===== src/rtl/core/host_request_poll_sequencer_macros.svh =====
// ---------------------------------------------------------------------------
// Assertion macros for the host request poll sequencer
// Shared wrappers for clocked, reset-qualified concurrent checks.
// ---------------------------------------------------------------------------
`ifndef HOST_REQUEST_POLL_SEQUENCER_MACROS_SVH
`define HOST_REQUEST_POLL_SEQUENCER_MACROS_SVH

// Consequent must hold in the same cycle as the antecedent.
`define HRPS_ASSERT_SAME(label, clk, rst_n, ante, cons) \
  label: assert property (@(posedge clk) disable iff (!rst_n) (ante) |-> (cons)) \
    else $error("hrps assertion failed");

// Consequent must hold in the cycle after the antecedent.
`define HRPS_ASSERT_NEXT(label, clk, rst_n, ante, cons) \
  label: assert property (@(posedge clk) disable iff (!rst_n) (ante) |=> (cons)) \
    else $error("hrps assertion failed");

`endif


===== src/rtl/core/hrps_pkg.sv =====
// ---------------------------------------------------------------------------
// hrps_pkg
// Types, codes and reset values shared by the request poll sequencer files.
// ---------------------------------------------------------------------------
package hrps_pkg;

  localparam int OP_W      = 2;
  localparam int LEN_W     = 8;
  localparam int CODE_W    = 3;
  localparam int EVENT_W   = 2;
  localparam int CFG_IDX_W = 2;
  localparam int CFG_DATA_W = 16;
  localparam int MS_W      = 16;

  localparam int TIMER_BITS_DEF = 16;

  localparam logic [MS_W-1:0]  REQUEST_WAIT_RST     = 16'd64;
  localparam logic [MS_W-1:0]  RESPONSE_TIMEOUT_RST = 16'd1505;
  localparam logic [MS_W-1:0]  POLL_INTERVAL_RST    = 16'd50;
  localparam logic [LEN_W-1:0] MAX_LENGTH_RST       = 8'd64;

  typedef enum logic [OP_W-1:0] {
    OP_TICK        = 2'd0,
    OP_CONFIG_DONE = 2'd1,
    OP_COMMAND     = 2'd2
  } op_t;

  typedef enum logic [EVENT_W-1:0] {
    EV_NONE     = 2'd0,
    EV_RECEIVED = 2'd1,
    EV_TIMEOUT  = 2'd2
  } event_t;

  typedef enum logic [CFG_IDX_W-1:0] {
    CFG_REQUEST_WAIT     = 2'd0,
    CFG_RESPONSE_TIMEOUT = 2'd1,
    CFG_POLL_INTERVAL    = 2'd2,
    CFG_MAX_LENGTH       = 2'd3
  } cfg_idx_t;

  typedef struct packed {
    logic [CODE_W-1:0]  fsm_code;
    logic               request_line_low;
    logic               configure_strobe;
    logic               send_strobe;
    logic               poll_strobe;
    logic [EVENT_W-1:0] event_code;
    logic               overflow;
    logic [LEN_W-1:0]   response_length;
  } result_t;

endpackage


===== src/rtl/core/hrps_in_if.sv =====
// ---------------------------------------------------------------------------
// hrps_in_if
// Input channel of the sequencer: one operation and the client reply byte.
// ---------------------------------------------------------------------------
interface hrps_in_if import hrps_pkg::*; ();
  logic             valid;
  logic             ready;
  logic [OP_W-1:0]  operation;
  logic [LEN_W-1:0] reply_length;

  modport source (output valid, operation, reply_length, input ready);
  modport sink (input valid, operation, reply_length, output ready);
endinterface


===== src/rtl/core/hrps_out_if.sv =====
// ---------------------------------------------------------------------------
// hrps_out_if
// Result channel of the sequencer: state code, strobes and response event.
// ---------------------------------------------------------------------------
interface hrps_out_if import hrps_pkg::*; ();
  logic               valid;
  logic               ready;
  logic [CODE_W-1:0]  fsm_code;
  logic               request_line_low;
  logic               configure_strobe;
  logic               send_strobe;
  logic               poll_strobe;
  logic [EVENT_W-1:0] event_code;
  logic               overflow;
  logic [LEN_W-1:0]   response_length;

  modport source (output valid, fsm_code, request_line_low, configure_strobe, send_strobe,
                  poll_strobe, event_code, overflow, response_length, input ready);
  modport sink (input valid, fsm_code, request_line_low, configure_strobe, send_strobe,
                poll_strobe, event_code, overflow, response_length, output ready);
endinterface


===== src/rtl/core/host_request_poll_sequencer.sv =====
// ---------------------------------------------------------------------------
// host_request_poll_sequencer
// Each result is registered. Throughput: one transfer per cycle while the
// output is free; the state update is a single pass of compare
// logic between the sequencer registers and the result register.
// Reset (synchronous, rst_n low): sequencer idle, timers and latched events
// cleared, configuration registers back to their defaults, output empty.
// ---------------------------------------------------------------------------
`include "host_request_poll_sequencer_macros.svh"

module host_request_poll_sequencer import hrps_pkg::*; #(
  parameter int TIMER_BITS = TIMER_BITS_DEF
) (
  input  logic                  clk,
  input  logic                  rst_n,
  hrps_in_if.sink               in_ch,
  hrps_out_if.source            out_ch,
  input  logic                  cfg_we,
  input  logic [CFG_IDX_W-1:0]  cfg_index,
  input  logic [CFG_DATA_W-1:0] cfg_wdata
);

  // Compare width covers both the timers and the 16-bit thresholds.
  localparam int CW = (TIMER_BITS > MS_W) ? TIMER_BITS : MS_W;
  localparam logic [TIMER_BITS-1:0] TMAX   = {TIMER_BITS{1'b1}};
  localparam logic [CW-1:0]         TMAX_W = CW'(TMAX);

  typedef enum logic [CODE_W-1:0] {
    ST_WAIT_CFG    = 3'd0,
    ST_IDLE        = 3'd1,
    ST_WAIT_CLIENT = 3'd2,
    ST_WAIT_RESP   = 3'd3,
    ST_FINISH      = 3'd4
  } state_t;

  logic [MS_W-1:0]  req_wait_r, timeout_r, poll_int_r;
  logic [LEN_W-1:0] max_len_r;

  state_t                state_r, state_nxt;
  logic                  cfg_done_r, cfg_done_nxt;
  logic                  cmd_r, cmd_nxt;
  logic [TIMER_BITS-1:0] elapsed_r, elapsed_nxt;
  logic [TIMER_BITS-1:0] poll_at_r, poll_at_nxt;

  logic    out_valid_r;
  result_t res_r, res_nxt;
  logic    in_fire;

  logic [CW-1:0] poll_int_w;
  logic [CW:0]   poll_sum;

  assign in_ch.ready = !out_valid_r || out_ch.ready;
  assign in_fire     = in_ch.valid && in_ch.ready;
  assign poll_int_w  = CW'(poll_int_r);

  always_comb begin
    state_nxt    = state_r;
    cfg_done_nxt = cfg_done_r || (in_ch.operation == OP_CONFIG_DONE);
    cmd_nxt      = cmd_r || (in_ch.operation == OP_COMMAND);
    elapsed_nxt  = elapsed_r;
    poll_at_nxt  = poll_at_r;
    poll_sum     = '0;
    res_nxt      = '0;

    if (in_ch.operation == OP_TICK && elapsed_r != TMAX) begin
      elapsed_nxt = elapsed_r + TIMER_BITS'(1);
    end

    case (state_r)
      ST_WAIT_CFG, ST_IDLE, ST_WAIT_CLIENT, ST_WAIT_RESP, ST_FINISH: state_nxt = state_r;
      default: state_nxt = ST_WAIT_CFG;
    endcase

    if (state_nxt == ST_WAIT_CFG) begin
      if (cfg_done_nxt) begin
        res_nxt.configure_strobe = 1'b1;
        state_nxt = ST_IDLE;
      end
    end else begin
      // Idle, pull the line and possibly send, then wait for a response, all
      // in one pass when the thresholds are already met.
      if (state_nxt == ST_IDLE && cmd_nxt) begin
        cmd_nxt     = 1'b0;
        elapsed_nxt = '0;
        state_nxt   = ST_WAIT_CLIENT;
      end
      if (state_nxt == ST_WAIT_CLIENT && CW'(elapsed_nxt) >= CW'(req_wait_r)) begin
        res_nxt.send_strobe = 1'b1;
        elapsed_nxt = '0;
        poll_at_nxt = (poll_int_w > TMAX_W) ? TMAX : poll_int_w[TIMER_BITS-1:0];
        state_nxt   = ST_WAIT_RESP;
      end
      if (state_nxt == ST_WAIT_RESP) begin
        if (CW'(elapsed_nxt) >= CW'(timeout_r)) begin
          res_nxt.event_code = EV_TIMEOUT;
          state_nxt = ST_FINISH;
        end else if (elapsed_nxt >= poll_at_nxt) begin
          res_nxt.poll_strobe = 1'b1;
          poll_sum    = {1'b0, CW'(poll_at_nxt)} + {1'b0, poll_int_w};
          poll_at_nxt = (poll_sum > {1'b0, TMAX_W}) ? TMAX : poll_sum[TIMER_BITS-1:0];
          if (in_ch.reply_length != '0) begin
            res_nxt.event_code = EV_RECEIVED;
            if (in_ch.reply_length > max_len_r) begin
              res_nxt.response_length = max_len_r;
              res_nxt.overflow        = 1'b1;
            end else begin
              res_nxt.response_length = in_ch.reply_length;
            end
            elapsed_nxt = '0;
            state_nxt   = ST_IDLE;
          end
        end
      end else if (state_nxt == ST_FINISH) begin
        state_nxt = ST_IDLE;
      end
    end

    res_nxt.fsm_code         = state_nxt;
    res_nxt.request_line_low = (state_nxt == ST_WAIT_CLIENT) || (state_nxt == ST_WAIT_RESP) ||
                               (state_nxt == ST_FINISH);
  end

  always_ff @(posedge clk) begin
    if (!rst_n) begin
      state_r     <= ST_IDLE;
      cfg_done_r  <= 1'b0;
      cmd_r       <= 1'b0;
      elapsed_r   <= '0;
      poll_at_r   <= '0;
      out_valid_r <= 1'b0;
    end else begin
      if (in_fire) begin
        state_r    <= state_nxt;
        cfg_done_r <= cfg_done_nxt;
        cmd_r      <= cmd_nxt;
        elapsed_r  <= elapsed_nxt;
        poll_at_r  <= poll_at_nxt;
        out_valid_r <= 1'b1;
      end else if (out_ch.ready) begin
        out_valid_r <= 1'b0;
      end
    end
  end

  always_ff @(posedge clk) begin
    if (in_fire) begin
      res_r <= res_nxt;
    end
  end

  always_ff @(posedge clk) begin
    if (!rst_n) begin
      req_wait_r <= REQUEST_WAIT_RST;
      timeout_r  <= RESPONSE_TIMEOUT_RST;
      poll_int_r <= POLL_INTERVAL_RST;
      max_len_r  <= MAX_LENGTH_RST;
    end else if (cfg_we) begin
      case (cfg_index)
        CFG_REQUEST_WAIT:     req_wait_r <= cfg_wdata;
        CFG_RESPONSE_TIMEOUT: timeout_r  <= cfg_wdata;
        CFG_POLL_INTERVAL:    poll_int_r <= cfg_wdata;
        CFG_MAX_LENGTH:       max_len_r  <= cfg_wdata[LEN_W-1:0];
        default: ;
      endcase
    end
  end

  assign out_ch.valid            = out_valid_r;
  assign out_ch.fsm_code         = res_r.fsm_code;
  assign out_ch.request_line_low = res_r.request_line_low;
  assign out_ch.configure_strobe = res_r.configure_strobe;
  assign out_ch.send_strobe      = res_r.send_strobe;
  assign out_ch.poll_strobe      = res_r.poll_strobe;
  assign out_ch.event_code       = res_r.event_code;
  assign out_ch.overflow         = res_r.overflow;
  assign out_ch.response_length  = res_r.response_length;

  // A clamped length only comes with a received response.
  `HRPS_ASSERT_SAME(a_ovf_only_on_rx, clk, rst_n, out_valid_r && res_r.overflow,
                    res_r.event_code == EV_RECEIVED)
  // A received response releases the line at once and returns to idle.
  `HRPS_ASSERT_SAME(a_rx_releases, clk, rst_n, out_valid_r && res_r.event_code == EV_RECEIVED,
                    !res_r.request_line_low && res_r.fsm_code == ST_IDLE)
  // After sending, the same step ends in wait response, finish or idle.
  `HRPS_ASSERT_SAME(a_send_target, clk, rst_n, out_valid_r && res_r.send_strobe,
                    res_r.fsm_code == ST_WAIT_RESP || res_r.fsm_code == ST_FINISH ||
                    res_r.fsm_code == ST_IDLE)
  // The finish step always leads back to idle.
  `HRPS_ASSERT_NEXT(a_finish_to_idle, clk, rst_n, in_fire && state_r == ST_FINISH,
                    state_r == ST_IDLE)

endmodule


===== src/flat_wrapper.sv =====
// flat-port wrapper written by rule: the top's interface ports become plain ports
module host_request_poll_sequencer_flat import hrps_pkg::*;
#(
  parameter int TIMER_BITS = TIMER_BITS_DEF
)
  (clk, rst_n, cfg_we, cfg_index, cfg_wdata, in_ch_valid, in_ch_operation, in_ch_reply_length, in_ch_ready, out_ch_valid, out_ch_fsm_code, out_ch_request_line_low, out_ch_configure_strobe, out_ch_send_strobe, out_ch_poll_strobe, out_ch_event_code, out_ch_overflow, out_ch_response_length, out_ch_ready);
  hrps_in_if in_ch_i ();
  hrps_out_if out_ch_i ();
  input  logic clk;
  input  logic rst_n;
  input  logic cfg_we;
  input  logic [CFG_IDX_W-1:0] cfg_index;
  input  logic [CFG_DATA_W-1:0] cfg_wdata;
  input wire logic [$bits(in_ch_i.valid)-1:0] in_ch_valid;
  input wire logic [$bits(in_ch_i.operation)-1:0] in_ch_operation;
  input wire logic [$bits(in_ch_i.reply_length)-1:0] in_ch_reply_length;
  output wire logic [$bits(in_ch_i.ready)-1:0] in_ch_ready;
  output wire logic [$bits(out_ch_i.valid)-1:0] out_ch_valid;
  output wire logic [$bits(out_ch_i.fsm_code)-1:0] out_ch_fsm_code;
  output wire logic [$bits(out_ch_i.request_line_low)-1:0] out_ch_request_line_low;
  output wire logic [$bits(out_ch_i.configure_strobe)-1:0] out_ch_configure_strobe;
  output wire logic [$bits(out_ch_i.send_strobe)-1:0] out_ch_send_strobe;
  output wire logic [$bits(out_ch_i.poll_strobe)-1:0] out_ch_poll_strobe;
  output wire logic [$bits(out_ch_i.event_code)-1:0] out_ch_event_code;
  output wire logic [$bits(out_ch_i.overflow)-1:0] out_ch_overflow;
  output wire logic [$bits(out_ch_i.response_length)-1:0] out_ch_response_length;
  input wire logic [$bits(out_ch_i.ready)-1:0] out_ch_ready;
  assign in_ch_i.valid = in_ch_valid;
  assign in_ch_i.operation = in_ch_operation;
  assign in_ch_i.reply_length = in_ch_reply_length;
  assign in_ch_ready = in_ch_i.ready;
  assign out_ch_valid = out_ch_i.valid;
  assign out_ch_fsm_code = out_ch_i.fsm_code;
  assign out_ch_request_line_low = out_ch_i.request_line_low;
  assign out_ch_configure_strobe = out_ch_i.configure_strobe;
  assign out_ch_send_strobe = out_ch_i.send_strobe;
  assign out_ch_poll_strobe = out_ch_i.poll_strobe;
  assign out_ch_event_code = out_ch_i.event_code;
  assign out_ch_overflow = out_ch_i.overflow;
  assign out_ch_response_length = out_ch_i.response_length;
  assign out_ch_i.ready = out_ch_ready;
  host_request_poll_sequencer #(.TIMER_BITS(TIMER_BITS)) u_core (.clk(clk), .rst_n(rst_n), .in_ch(in_ch_i), .out_ch(out_ch_i), .cfg_we(cfg_we), .cfg_index(cfg_index), .cfg_wdata(cfg_wdata));
endmodule

===== config.mk =====
export PLATFORM = sky130hd
export DESIGN_NAME = host_request_poll_sequencer_flat
export DESIGN_NICKNAME = d
export VERILOG_FILES = /design/src/rtl/core/hrps_pkg.sv /design/src/rtl/core/hrps_in_if.sv /design/src/rtl/core/hrps_out_if.sv /design/src/rtl/core/host_request_poll_sequencer.sv /design/src/flat_wrapper.sv
export VERILOG_INCLUDE_DIRS = /design/src /design/src/rtl/core
export SDC_FILE = /design/constraint.sdc
export NUM_CORES = 1
export LEC_CHECK = 0
export BUFFER_PORTS_ARGS = -buffer_cell sky130_fd_sc_hd__buf_2
export CORE_MARGIN = 10
export CORE_UTILIZATION = 60
export CTS_BUF_LIST = sky130_fd_sc_hd__clkbuf_16
export DETAILED_ROUTE_END_ITERATION = 10
export GPL_ROUTABILITY_DRIVEN = 0
export HOLD_SLACK_MARGIN = 0.06
export MAX_ROUTING_LAYER = met4
export PLACE_DENSITY = 0.83
export SYNTH_ARGS = -nofsm -noshare
export SYNTH_HDL_FRONTEND = slang
export SYNTH_SLANG_ARGS = --single-unit

===== constraint.sdc =====
create_clock -name clk -period 8.1 [get_ports clk]
set_clock_uncertainty 0.05 [all_clocks]
set_input_delay 1.62 -clock clk [delete_from_list [all_inputs] [get_ports clk]]
set_output_delay 1.62 -clock clk [all_outputs]
set_load 0.1 [all_outputs]

==> tab_implementation.tex, run 1 <==
\begin{tabular}{lr}
\hline
Metric & Value \\
\hline
\multicolumn{2}{l}{\textbf{Floorplan}} \\
Area inside the core boundary & 11420 sq um \\
Die Wd & 127.8 um \\
Core Rows & 39 \\
IO Count & 53 \\
Die area & 16330 sq um \\
Die height & 127.8 um \\
Effective utilization at floorplan & 0.6105 \\
\multicolumn{2}{l}{\textbf{Final layout}} \\
Final non-filler cell area & 7624 sq um \\
Final layout net count & 1004 \\
Layout cell share with drive strength beyond 1 & 0.1009 \\
Signed area change from the synthesized netlist to the final layout & 9.370\% \\
Storage cell area & 2422 sq um \\
Number of fill cells & 934 \\
Area used by multi-input combinational logic & 4168 sq um \\
Count of antenna diodes in the layout & 0 \\
\multicolumn{2}{l}{\textbf{Routing}} \\
Final wirelength & 18170 um \\
DRC marker count from the first detailed-route iteration & 612 \\
DR WL/cell & 17.38 um \\
DRC & 0 \\
Post-DR vias/cell & 6.000 \\
Via count & 6270 \\
Router iterations before antenna repair & 8 \\
Remaining antenna violation count & 0 \\
\multicolumn{2}{l}{\textbf{Logic synthesis}} \\
Mapped Area & 6970 sq um \\
Sequential fraction of the synthesis area & 0.3475 \\
Synth top area share & 0.2700 \\
Synth top cells by count & nand2\_1 (143), dfxtp\_1 (94), nor2\_1 (89) \\
Fraction of registers with async set or reset after synthesis & 0 \\
Mean area per synthesized cell & 8.086 sq um \\
Cell type contributing the most total cell area after synthesis & dfxtp\_1 \\
Number of flops mapped to enable cells by yosys & 18 \\
Synth top area cells & dfxtp\_1 (27\%), ha\_1 (13\%), edfxtp\_1 (7.8\%) \\
Yosys Warn Count & 0 \\
Gate count after technology mapping & 862 \\
Distinct cell type count after synthesis & 62 \\
Synthesis-stage register bit count & 112 \\
Net count of the mapped netlist & 969 \\
Primary flip-flop cell chosen by synthesis mapping & dfxtp\_1 \\
Most numerous cell in the Yosys netlist & nand2\_1 \\
\multicolumn{2}{l}{\textbf{Setup path}} \\
Cell with the largest stage delay on the worst path & nor2\_1 \\
Delay-heaviest family, CP & simple AND/OR/NAND/NOR gates \\
Cell-by-cell trace of the critical path & buf\_2 -> nor2\_1 -> nand3\_1 -> a211oi\_1 -> nand2\_1 -> nor2\_1 -> xnor2\_1 -> nor2\_1 -> ha\_1 -> a21o\_1 -> a31oi\_1 -> o2111ai\_1 -> and3\_1 -> or2\_1 -> nand2b\_1 -> ha\_1 -> nor2b\_1 -> o21ai\_0 -> a41oi\_1 -> a21oi\_1 -> and4bb\_1 -> and2\_1 -> nor2\_1 -> a211oi\_1 \\
CP Launch Type & input pin \\
Critical Path AT & 7.39 ns \\
Buffer and inverter count on the worst path & 1 \\
Setup Crit Path Kind & input pin to flip-flop \\
Required arrival time at the worst endpoint & 8.25 ns \\
Highest cell delay on the worst timing path & 0.73 ns \\
Most common cell type on the critical path & nor2\_1 \\
Endpoint class of the critical path & flip-flop \\
Critical path peak fanout & 17 \\
\multicolumn{2}{l}{\textbf{Global route}} \\
Number of global-route vias before repair & 5788 \\
Overall fraction of global-route tracks in use & 0.2273 \\
Initial antenna violation count & 0 \\
First-pass GRT wire length & 29560 um \\
Remaining global-route overflow & 0 \\
Largest net degree at the start of global routing & 53 \\
\multicolumn{2}{l}{\textbf{STA}} \\
Worst slew margin relative to its limit & 0.2842 \\
Setup TNS & 0 ns \\
Slew Viols, Final & 0 \\
Final hold violations & 0 \\
Min cycle time layout & 7.235 ns \\
Transition time of the tightest slew-check pin & 1.069 ns \\
Achievable clock frequency & 138.2 MHz \\
Count of final setup violators & 0 \\
Period Utilization, post-route & 0.8932 \\
Setup repair after global routing missed its margin & no \\
\multicolumn{2}{l}{\textbf{CTS}} \\
Hold buffer count at CTS & 0 \\
Clock latency of the later-clocked register in the worst-skew pair & 0.36 ns \\
Clock Tree Buf Depth & 2 \\
Reg clk slew, reported paths & 0.08 ns \\
Resized Gates After CTS & 0 \\
CTS Sinks & 112 \\
Clock tree from TritonCTS & yes \\
Inserted Clock Buffers & 9 \\
Setup Buffers After CTS & 0 \\
Deepest level of the CTS H-tree & 3 \\
Library cell used as clock root buffer & clkbuf\_16 \\
\multicolumn{2}{l}{\textbf{Power and ir drop}} \\
PnR Total Power & 1.326 mW \\
Reported leakage power & 3.322 nW \\
Power per cell area & 173.9 nW/um\^{}2 \\
Maximum vdd ir drop & 193.3 uV \\
\multicolumn{2}{l}{\textbf{Hold path}} \\
Kind of path behind the tightest hold check & flip-flop to flip-flop \\
\multicolumn{2}{l}{\textbf{Placed design}} \\
Placed cell area & 7315 sq um \\
Count of port buffers added during placement & 52 \\
DPL Wire Length & 13810 um \\
\multicolumn{2}{l}{\textbf{Run}} \\
Max\_cap viols & 0 \\
\multicolumn{2}{l}{\textbf{Status}} \\
Outcome & finished, final reports clean \\
\hline
\end{tabular}
placed cells by master (no fill, tap or decap), types with 3 or more instances in the layout:
master | Yosys | final
a211oi_1 | 21 | 21
a21o_1 | 12 | 12
a21oi_1 | 71 | 71
a221oi_1 | 3 | 3
a31oi_1 | 9 | 9
and3_1 | 10 | 10
and3b_1 | 3 | 3
buf_2 | 5 | 52
buf_4 | 0 | 5
clkbuf_16 | 0 | 9
dfxtp_1 | 94 | 94
edfxtp_1 | 18 | 18
ha_1 | 73 | 73
inv_1 | 64 | 64
mux2_2 | 4 | 4
mux2i_1 | 21 | 21
nand2_1 | 143 | 143
nand2b_1 | 9 | 9
nand3_1 | 12 | 12
nand4_1 | 13 | 13
nor2_1 | 89 | 89
nor2b_1 | 7 | 7
nor3_1 | 12 | 12
nor4_1 | 3 | 3
o2111ai_1 | 3 | 3
o211ai_1 | 12 | 12
o21a_1 | 4 | 4
o21ai_0 | 38 | 38
o21ai_1 | 5 | 5
o22ai_1 | 4 | 4
o31ai_2 | 5 | 5
xnor2_1 | 14 | 14
xor2_1 | 16 | 16
report_power, final:
part	switching (mW)	internal, mW
logic	0.177	0.0792
clock network	0.217	0.247
registers	0.0150	0.590
worst register-to-register path: stages (launching register included):
cell and delay [ns]:
dfxtp_1 0.48, and4_1 0.32, and4_1 0.29, and3_1 0.22, nand3b_1 0.24, inv_1 0.13
nand4_1 0.12, xor2_1 0.31, nor2_1 0.11, ha_1 0.31, a21o_1 0.18, a221oi_1 0.33
o2111ai_1 0.19, and3_1 0.25, or2_1 0.44, nand2b_1 0.27, ha_1 0.29, nor2b_1 0.04
o21ai_0 0.23, a41oi_1 0.14, a21oi_1 0.17, and4bb_1 0.32, and2_1 0.24, nor2_1 0.73
a211oi_1 0.20
sequential cells by signal, summed over array words and instances (netlist names):
signal                          flops
u_core.cfg_done_r                   1
u_core.out_ch.event_code            2
u_core.out_ch.configure_strobe      1
u_core.req_wait_r                  16
u_core.out_ch.poll_strobe           1
u_core.out_ch.response_length       8
u_core.poll_at_r                   16
u_core.out_ch.request_line_low      1
u_core.state_r                      3
u_core.out_ch.fsm_code              3
u_core.elapsed_r                   16
u_core.out_ch.overflow              1
u_core.cmd_r                        1
u_core.timeout_r                   16
u_core.out_ch.valid                 1
u_core.poll_int_r                  16
u_core.out_ch.send_strobe           1
u_core.max_len_r                    8
metrics by stage:
| stage | setup slack (ns) | std cells | util | hold slack, ns |
|---|---|---|---|---|
| after floorplan | 1.490 | 862 | - | 0.3863 |
| after global placement | 0.7483 | 1029 | 0.6406 | 0.3925 |
| after detailed placement | 0.5956 | 1029 | 0.6406 | 0.3967 |
| after CTS | 0.9520 | 1045 | 0.6677 | 0.4075 |
| after global routing | 0.2675 | 1045 | 0.6677 | 0.4269 |
| final | 0.8651 | 1045 | 0.6677 | 0.4071 |
metal layers:
| metal | vias to the layer above | GRT usage | share of wire | wire [um] |
|---|---|---|---|---|
| met1 | 2900 | 0.2938 | 0.44 | 8058 |
| met2 | 226 | 0.3437 | 0.46 | 8285 |
| met3 | 51 | 0.04591 | 0.073 | 1318 |
| li1 | 3093 | - | - | - |
| met5 | - | - | 0 | 0 |
| met4 | 0 | 0.08543 | 0.028 | 504 |
logic make-up (layout without fill, tap and decap cells):
group                      after synthesis  after routing  share of synthesized area
AOI/OAI and AO/OA                      205            205                     0.1874
xor gates and xnor gates                30             30                    0.03769
adders and majority gates               74             74                     0.1339
buffers and inverters                   99            139                    0.05528
DFF                                    112            112                     0.3475
muxes                                   25             25                    0.03662
and+or+nand+nor                        317            317                     0.2016
final cells by class:
class	count	area share
multi-input combinational	651	0.5467
clock inverter	7	0.01100
sequential	112	0.3177
timing repair buffer	57	0.03906
tap	143	0.02347
clock buffer	9	0.02954
inverter	66	0.03250
final timing paths:
path	startpoint	end	slack, ns	cells after the start
max	in_ch_operation[0]	u_core.poll_at_r[13]$_SDFFE_PN0P_	0.87	24
min	u_core.timeout_r[11]$_SDFFE_PN0P_	u_core.timeout_r[11]$_SDFFE_PN0P_	0.41	2
max reg2reg	u_core.elapsed_r[4]$_SDFFE_PN0P_	u_core.poll_at_r[13]$_SDFFE_PN0P_	1.34	24
min reg2reg	u_core.timeout_r[11]$_SDFFE_PN0P_	u_core.timeout_r[11]$_SDFFE_PN0P_	0.41	2
Note: power is estimated with default switching activity, not from simulation.
==> run 2, diff against run 1 <==
==> constraint.sdc (replaced) <==
create_clock -name clk -period 7.5 [get_ports clk]
set_clock_uncertainty 0.05 [all_clocks]
set_input_delay 1.5 -clock clk [delete_from_list [all_inputs] [get_ports clk]]
set_output_delay 1.5 -clock clk [all_outputs]
set_load 0.1 [all_outputs]
==> run 2 against run 1 <==
Net effect: combinational power up 11%; sequential share of layout area decreased by 0.21 points; critical endpoint is now u_core.poll_at_r[3]$_SDFFE_PN0P_; global-route usage rose by 0.082 points; setup slack lost 0.34 ns; count of clock-buffer cells in the layout unchanged; power is 9.5% higher; sequential power up 7.9%.
==> tab_implementation.tex, run 2 (synthesis gave the netlist of run 1 again) <==
\begin{tabular}{lr}
\hline
Metric & Value \\
\hline
\multicolumn{2}{l}{\textbf{Global route}} \\
Remaining global-route overflow & 0 (unchanged) \\
Largest net degree at the start of global routing & 53 (unchanged) \\
Overall fraction of global-route tracks in use & 0.2281 (was 0.2273) \\
First-pass GRT wire length & 29720 um (was 29560 um) \\
Initial antenna violation count & 0 (unchanged) \\
Number of global-route vias before repair & 6038 (was 5788) \\
\multicolumn{2}{l}{\textbf{CTS}} \\
Deepest level of the CTS H-tree & 3 (unchanged) \\
CTS Sinks & 112 (unchanged) \\
Reg clk slew, reported paths & 0.08 ns (about the same) \\
Clock latency of the later-clocked register in the worst-skew pair & 0.36 ns (about the same) \\
Inserted Clock Buffers & 9 (unchanged) \\
Hold buffer count at CTS & 0 (unchanged) \\
Clock Tree Buf Depth & 2 (unchanged) \\
Clock tree from TritonCTS & yes (unchanged) \\
Library cell used as clock root buffer & clkbuf\_16 (unchanged) \\
\multicolumn{2}{l}{\textbf{Placed design}} \\
Count of port buffers added during placement & 52 (unchanged) \\
Placed cell area & 7337 sq um (was 7315 sq um) \\
DPL Wire Length & 13670 um (was 13810 um) \\
\multicolumn{2}{l}{\textbf{STA}} \\
Slew Viols, Final & 0 (unchanged) \\
Setup repair after global routing missed its margin & no (unchanged) \\
Worst hold-check slack & 0.4048 ns (was 0.4071 ns) \\
Achievable clock frequency & 143.3 MHz \\
Period Utilization, post-route & 0.9305 \\
Worst slew margin relative to its limit & 0.2500 (was 0.2842) \\
Transition time of the tightest slew-check pin & 1.121 ns (was 1.069 ns) \\
Final hold violations & 0 (unchanged) \\
Count of final setup violators & 0 (unchanged) \\
Min cycle time layout & 6.979 ns \\
Setup TNS & 0 ns (unchanged) \\
\multicolumn{2}{l}{\textbf{Power and ir drop}} \\
Clock network power share & 0.355 (was 0.350) \\
Reported leakage power & 3.342 nW (was 3.322 nW) \\
PnR Total Power & 1.452 mW (was 1.326 mW) \\
Internal power & 0.9956 mW (was 0.9162 mW) \\
Power per cell area & 189.2 nW/um\^{}2 (was 173.9 nW/um\^{}2) \\
Maximum vdd ir drop & 181.3 uV (was 193.3 uV) \\
Total net switching power & 0.4562 mW (was 0.4098 mW) \\
Sw Share & 0.3142 (was 0.3091) \\
Sequential cell fraction of total power & 0.450 (was 0.456) \\
Comb pwr share & 0.195 (was 0.194) \\
\multicolumn{2}{l}{\textbf{Final layout}} \\
Area used by multi-input combinational logic & 4179 sq um (was 4168 sq um) \\
Count of antenna diodes in the layout & 0 (unchanged) \\
Storage cell area & 2422 sq um (unchanged) \\
Number of fill cells & 926 (was 934) \\
Commonest cells after routing, fill and taps aside & nand2\_1 (143), dfxtp\_1 (94), nor2\_1 (88) (was nand2\_1 (143), dfxtp\_1 (94), nor2\_1 (89)) \\
Final non-filler cell area & 7674 sq um (was 7624 sq um) \\
Signed area change from the synthesized netlist to the final layout & 10.09\% (was 9.370\%) \\
Final layout net count & 1007 (was 1004) \\
Most common library cell in the layout ignoring fill and taps & nand2\_1 (unchanged) \\
Layout cell share with drive strength beyond 1 & 0.1072 (was 0.1009) \\
\multicolumn{2}{l}{\textbf{Status}} \\
Outcome & finished, final reports clean (unchanged) \\
\multicolumn{2}{l}{\textbf{Routing}} \\
Post-DR vias/cell & 6.020 (was 6.000) \\
Router iterations before antenna repair & 5 (was 8) \\
Remaining antenna violation count & 0 (unchanged) \\
Via count & 6309 (was 6270) \\
DR WL/cell & 17.29 um (was 17.38 um) \\
Final wirelength & 18120 um (was 18170 um) \\
DRC & 0 (unchanged) \\
DRC marker count from the first detailed-route iteration & 626 (was 612) \\
\multicolumn{2}{l}{\textbf{Floorplan}} \\
Core Rows & 39 (unchanged) \\
Area inside the core boundary & 11420 sq um (unchanged) \\
Die Wd & 127.8 um (unchanged) \\
Effective utilization at floorplan & 0.6105 (unchanged) \\
IO Count & 53 (unchanged) \\
Die height & 127.8 um (unchanged) \\
Die area & 16330 sq um (unchanged) \\
\multicolumn{2}{l}{\textbf{Setup path}} \\
Launch point of the worst reg-to-reg path & u\_core.elapsed\_r[5]\$\_SDFFE\_PN0P\_ (was u\_core.elapsed\_r[4]\$\_SDFFE\_PN0P\_) \\
Critical path endpoint & u\_core.poll\_at\_r[3]\$\_SDFFE\_PN0P\_ (was u\_core.poll\_at\_r[13]\$\_SDFFE\_PN0P\_) \\
Critical path peak fanout & 14 (was 17) \\
Path depth of the worst reg2reg path & 27 (was 24) \\
Reg-to-Reg End & u\_core.poll\_at\_r[3]\$\_SDFFE\_PN0P\_ (was u\_core.poll\_at\_r[13]\$\_SDFFE\_PN0P\_) \\
Required arrival time at the worst endpoint & 7.67 ns (was 8.25 ns) \\
Critical Path Source & in\_ch\_operation[0] (unchanged) \\
Worst-case register-to-register setup slack & 0.75 ns (was 1.34 ns) \\
Setup Crit Path Kind & input pin to flip-flop (unchanged) \\
Critical Path AT & 7.14 ns (was 7.39 ns) \\
Endpoint class of the critical path & flip-flop (unchanged) \\
CP Launch Type & input pin (unchanged) \\
\multicolumn{2}{l}{\textbf{Run}} \\
Max\_cap viols & 0 (unchanged) \\
\multicolumn{2}{l}{\textbf{Hold path}} \\
Kind of path behind the tightest hold check & flip-flop to flip-flop (unchanged) \\
\hline
\end{tabular}
[run 2: worst max-delay path, cell delays in order]
cell	delay, ns
buf_2	0.11
nor2_1	0.24
nand3_1	0.13
a211oi_2	0.28
nand2_1	0.17
xor2_1	0.25
nor2_1	0.09
ha_1	0.32
a2111oi_2	0.38
o21a_1	0.20
o2111ai_1	0.16
and3_1	0.26
or2_1	0.34
buf_4	0.21
nor2_1	0.23
ha_1	0.31
a21o_1	0.17
nand3_1	0.08
a21oi_1	0.07
a211oi_1	0.48
and4bb_1	0.43
buf_4	0.18
nand4_1	0.08
buf_4	0.23
o21ai_0	0.19
a211oi_1	0.06
[run 2: worst min-delay path by stage]
stage,end,cells past startpoint,slack (ns),startpoint
finish,u_core.req_wait_r[1]$_SDFFE_PN0P_,2,0.40,u_core.req_wait_r[1]$_SDFFE_PN0P_
global placement,u_core.timeout_r[1]$_SDFFE_PN0P_,2,0.39,u_core.timeout_r[1]$_SDFFE_PN0P_
global route,u_core.req_wait_r[9]$_SDFFE_PN0P_,2,0.43,u_core.req_wait_r[9]$_SDFFE_PN0P_
CTS,u_core.req_wait_r[1]$_SDFFE_PN0P_,2,0.41,u_core.req_wait_r[1]$_SDFFE_PN0P_
floorplan,u_core.req_wait_r[10]$_SDFFE_PN0P_,2,0.39,u_core.req_wait_r[10]$_SDFFE_PN0P_
detailed placement,u_core.req_wait_r[1]$_SDFFE_PN0P_,2,0.40,u_core.req_wait_r[1]$_SDFFE_PN0P_
[run 2: through the flow]
| stage | cells | setup WS (ns) | utilization |
|---|---|---|---|
| 6_report | 1048 | 0.5209 | 0.6720 |
| 3_5_place_dp | 1032 | -0.08574 | 0.6426 |
| 5_1_grt | 1048 | 0.1099 | 0.6720 |
| 4_1_cts | 1048 | 0.1797 | 0.6711 |
| 2_1_floorplan | 862 | 1.010 | - |
| 3_3_place_gp | 1032 | 0.001280 | 0.6426 |
[run 2: area by class of cell]
type / instances / area share
clock inverters: 7 / 0.01304
inverters: 66 / 0.03228
multi-input cells: 651 / 0.5446
clock buffers: 9 / 0.02935
well taps: 143 / 0.02332
flip-flops and latches: 112 / 0.3157
repair buffers: 60 / 0.04174
[run 2: power groups by stage]
stage / registers, mW / logic (mW) / clock network, mW
after floorplan: 0.708 / 0.164 / 0
after global placement: 0.665 / 0.273 / 0
after detailed placement: 0.666 / 0.277 / 0
after CTS: 0.652 / 0.280 / 0.516
after global routing: 0.656 / 0.312 / 0.544
final: 0.653 / 0.284 / 0.516
[run 2: what timing repair did]
action	in CTS	in global routing
gates resized for setup	0	4
endpoints found under the setup margin	0	43
setup buffers	0	0
[run 2: per-layer routing]
layer  vias up  track usage  part of all wire
li1       3096            -                 -
met1      2934       0.2806              0.45
met2       219       0.3617              0.46
met3        60      0.04342             0.059
met4         0      0.09073             0.036
met5         -            -                 0
==> run 3, diff against run 2 <==
==> constraint.sdc (replaced) <==
create_clock -name clk -period 6.9 [get_ports clk]
set_clock_uncertainty 0.05 [all_clocks]
set_input_delay 1.38 -clock clk [delete_from_list [all_inputs] [get_ports clk]]
set_output_delay 1.38 -clock clk [all_outputs]
set_load 0.1 [all_outputs]
==> run 3 against run 2 <==
Net effect: design area rose by 1.4%; power rose by 8.3%; non-clock buffer count rose by 13; cell count rose by 1.2%; count of clock-buffer cells in the layout did not move; via count rose by 0.25%; register-to-register slack got worse by 0.21 ns; clock power rose by 6.2%; sequential share of layout area fell by 0.43 points; largest power group unchanged.
==> tab_implementation.tex, run 3 (synthesis gave the netlist of run 1 again) <==
\begin{tabular}{lr}
\hline
Metric & Value \\
\hline
\multicolumn{2}{l}{\textbf{Status}} \\
Outcome & finished, final reports clean (unchanged) \\
\multicolumn{2}{l}{\textbf{CTS}} \\
Inserted Clock Buffers & 9 (unchanged) \\
Deepest level of the CTS H-tree & 3 (unchanged) \\
Reg clk slew, reported paths & 0.07 ns (was 0.08 ns) \\
Clock Tree Buf Depth & 2 (unchanged) \\
Clock latency of the later-clocked register in the worst-skew pair & 0.37 ns (was 0.36 ns) \\
Hold buffer count at CTS & 0 (unchanged) \\
CTS Sinks & 112 (unchanged) \\
Library cell used as clock root buffer & clkbuf\_16 (unchanged) \\
Clock tree from TritonCTS & yes (unchanged) \\
\multicolumn{2}{l}{\textbf{Floorplan}} \\
IO Count & 53 (unchanged) \\
Area inside the core boundary & 11420 sq um (unchanged) \\
Core Rows & 39 (unchanged) \\
Die area & 16330 sq um (unchanged) \\
Effective utilization at floorplan & 0.6105 (unchanged) \\
Die height & 127.8 um (unchanged) \\
Die Wd & 127.8 um (unchanged) \\
\multicolumn{2}{l}{\textbf{Setup path}} \\
Reg-to-Reg End & u\_core.elapsed\_r[9]\$\_SDFFE\_PN0P\_ (was u\_core.poll\_at\_r[3]\$\_SDFFE\_PN0P\_) \\
Required arrival time at the worst endpoint & 7.10 ns (was 7.67 ns) \\
Delay-heaviest family, CP & compound AO/OA/AOI/OAI gates (was simple AND/OR/NAND/NOR gates) \\
Setup Crit Path Kind & input pin to flip-flop (unchanged) \\
Buffer and inverter count on the worst path & 8 (was 4) \\
Launch point of the worst reg-to-reg path & u\_core.elapsed\_r[5]\$\_SDFFE\_PN0P\_ (unchanged) \\
Worst-case register-to-register setup slack & 0.54 ns (was 0.75 ns) \\
Critical Path Source & in\_ch\_operation[0] (unchanged) \\
Critical path endpoint & u\_core.elapsed\_r[9]\$\_SDFFE\_PN0P\_ (was u\_core.poll\_at\_r[3]\$\_SDFFE\_PN0P\_) \\
Critical Path AT & 6.79 ns (was 7.14 ns) \\
Number of logic stages on the critical path including buffering & 30 (was 26) \\
Highest cell delay on the worst timing path & 0.36 ns (was 0.48 ns) \\
CP Launch Type & input pin (unchanged) \\
Critical path peak fanout & 16 (was 14) \\
Path depth of the worst reg2reg path & 30 (was 27) \\
Endpoint class of the critical path & flip-flop (unchanged) \\
Most common cell type on the critical path & buf\_4 \\
Cell with the largest stage delay on the worst path & mux2\_2 (was a211oi\_1) \\
\multicolumn{2}{l}{\textbf{STA}} \\
Achievable clock frequency & 151.6 MHz \\
Worst hold-check slack & 0.4073 ns (was 0.4048 ns) \\
Count of final setup violators & 0 (unchanged) \\
Setup TNS & 0 ns (unchanged) \\
Slew Viols, Final & 0 (unchanged) \\
Min cycle time layout & 6.596 ns \\
Final hold violations & 0 (unchanged) \\
Transition time of the tightest slew-check pin & 1.167 ns (was 1.121 ns) \\
Setup repair after global routing missed its margin & no (unchanged) \\
Worst slew margin relative to its limit & 0.2191 (was 0.2500) \\
Period Utilization, post-route & 0.9560 \\
\multicolumn{2}{l}{\textbf{Final layout}} \\
Fin cells & 1061 (was 1048) \\
Layout cell share with drive strength beyond 1 & 0.1231 (was 0.1072) \\
Signed area change from the synthesized netlist to the final layout & 11.61\% (was 10.09\%) \\
Most common library cell in the layout ignoring fill and taps & nand2\_1 (unchanged) \\
Utilization after layout & 0.6814 (was 0.6720) \\
Final non-filler cell area & 7780 sq um (was 7674 sq um) \\
Final layout net count & 1020 (was 1007) \\
Commonest cells after routing, fill and taps aside & nand2\_1 (143), dfxtp\_1 (94), nor2\_1 (87) (was nand2\_1 (143), dfxtp\_1 (94), nor2\_1 (88)) \\
Count of antenna diodes in the layout & 0 (unchanged) \\
Number of fill cells & 932 (was 926) \\
\multicolumn{2}{l}{\textbf{Power and ir drop}} \\
Reported leakage power & 3.402 nW (was 3.342 nW) \\
Maximum vdd ir drop & 239.2 uV (was 181.3 uV) \\
Power per cell area & 202.2 nW/um\^{}2 (was 189.2 nW/um\^{}2) \\
\multicolumn{2}{l}{\textbf{Routing}} \\
Via count & 6325 (was 6309) \\
Final wirelength & 18320 um (was 18120 um) \\
Router iterations before antenna repair & 6 (was 5) \\
DR WL/cell & 17.27 um (was 17.29 um) \\
Post-DR vias/cell & 5.961 (was 6.020) \\
Remaining antenna violation count & 0 (unchanged) \\
DRC marker count from the first detailed-route iteration & 467 (was 626) \\
DRC & 0 (unchanged) \\
\multicolumn{2}{l}{\textbf{Global route}} \\
Remaining global-route overflow & 0 (unchanged) \\
First-pass GRT wire length & 30300 um (was 29720 um) \\
Initial antenna violation count & 0 (unchanged) \\
Number of global-route vias before repair & 6015 (was 6038) \\
Largest net degree at the start of global routing & 53 (unchanged) \\
Overall fraction of global-route tracks in use & 0.2338 (was 0.2281) \\
\multicolumn{2}{l}{\textbf{Hold path}} \\
Kind of path behind the tightest hold check & flip-flop to flip-flop (unchanged) \\
\multicolumn{2}{l}{\textbf{Run}} \\
Max\_cap viols & 0 (unchanged) \\
\multicolumn{2}{l}{\textbf{Placed design}} \\
Placed cell area & 7425 sq um (was 7337 sq um) \\
\# placed instances & 1042 (was 1032) \\
DPL Wire Length & 13820 um (was 13670 um) \\
Count of port buffers added during placement & 52 (unchanged) \\
\hline
\end{tabular}
run 3: routing by layer:
layer / part of all wire / routed length (um) / track usage / vias up
met5: 0 / 0 / - / -
li1: - / - / - / 3119
met3: 0.066 / 1204 / 0.05128 / 42
met1: 0.44 / 8040 / 0.2849 / 2942
met4: 0.032 / 589 / 0.1053 / 0
met2: 0.46 / 8487 / 0.3635 / 222
run 3: tightest hold or removal path, delay by kind of cell, from the launching register on:
kind               cells  cell delay, ns
DFF                    1            0.31
and+or+nand+nor        1            0.05
AOI/OAI and AO/OA      1            0.05
run 3: power breakdown:
part | switching, mW | internal [mW]
clock network | 0.260 | 0.287
registers | 0.0158 | 0.693
logic | 0.214 | 0.102
run 3: how the worst min path moves through the flow:
stage / from / endpoint / slack [ns] / cells past startpoint
final: u_core.timeout_r[13]$_SDFFE_PN0P_ / u_core.timeout_r[13]$_SDFFE_PN0P_ / 0.41 / 2
after global placement: u_core.req_wait_r[10]$_SDFFE_PN0P_ / u_core.req_wait_r[10]$_SDFFE_PN0P_ / 0.39 / 2
after CTS: u_core.timeout_r[13]$_SDFFE_PN0P_ / u_core.timeout_r[13]$_SDFFE_PN0P_ / 0.41 / 2
after global routing: u_core.req_wait_r[8]$_SDFFE_PN0P_ / u_core.req_wait_r[8]$_SDFFE_PN0P_ / 0.43 / 2
after detailed placement: u_core.req_wait_r[11]$_SDFFE_PN0P_ / u_core.req_wait_r[11]$_SDFFE_PN0P_ / 0.40 / 2
after floorplan: u_core.req_wait_r[10]$_SDFFE_PN0P_ / u_core.req_wait_r[10]$_SDFFE_PN0P_ / 0.39 / 2
run 3: final cells by class:
cell class | instances | area, sq um | share of cell area
Clock inverter | 7 | 78.83 | 0.01013
Clock buffer | 9 | 225.2 | 0.02895
Sequential cell | 112 | 2422 | 0.3114
Tap cell | 143 | 178.9 | 0.02300
Multi-Input combinational cell | 651 | 4197 | 0.5394
Timing Repair Buffer | 73 | 430.4 | 0.05532
Inverter | 66 | 247.7 | 0.03184
run 3: per-stage QoR:
stage	setup slack, ns	total power [mW]
after floorplan	0.5299	0.9487
after global placement	0.03363	1.024
after detailed placement	-0.1344	1.030
after CTS	0.2434	1.565
after global routing	0.01902	1.632
final	0.3039	1.573
run 3: timing repair:
action	CTS	global route
endpoints found under the setup margin	0	43
setup buffers	0	3
resized for setup	0	7
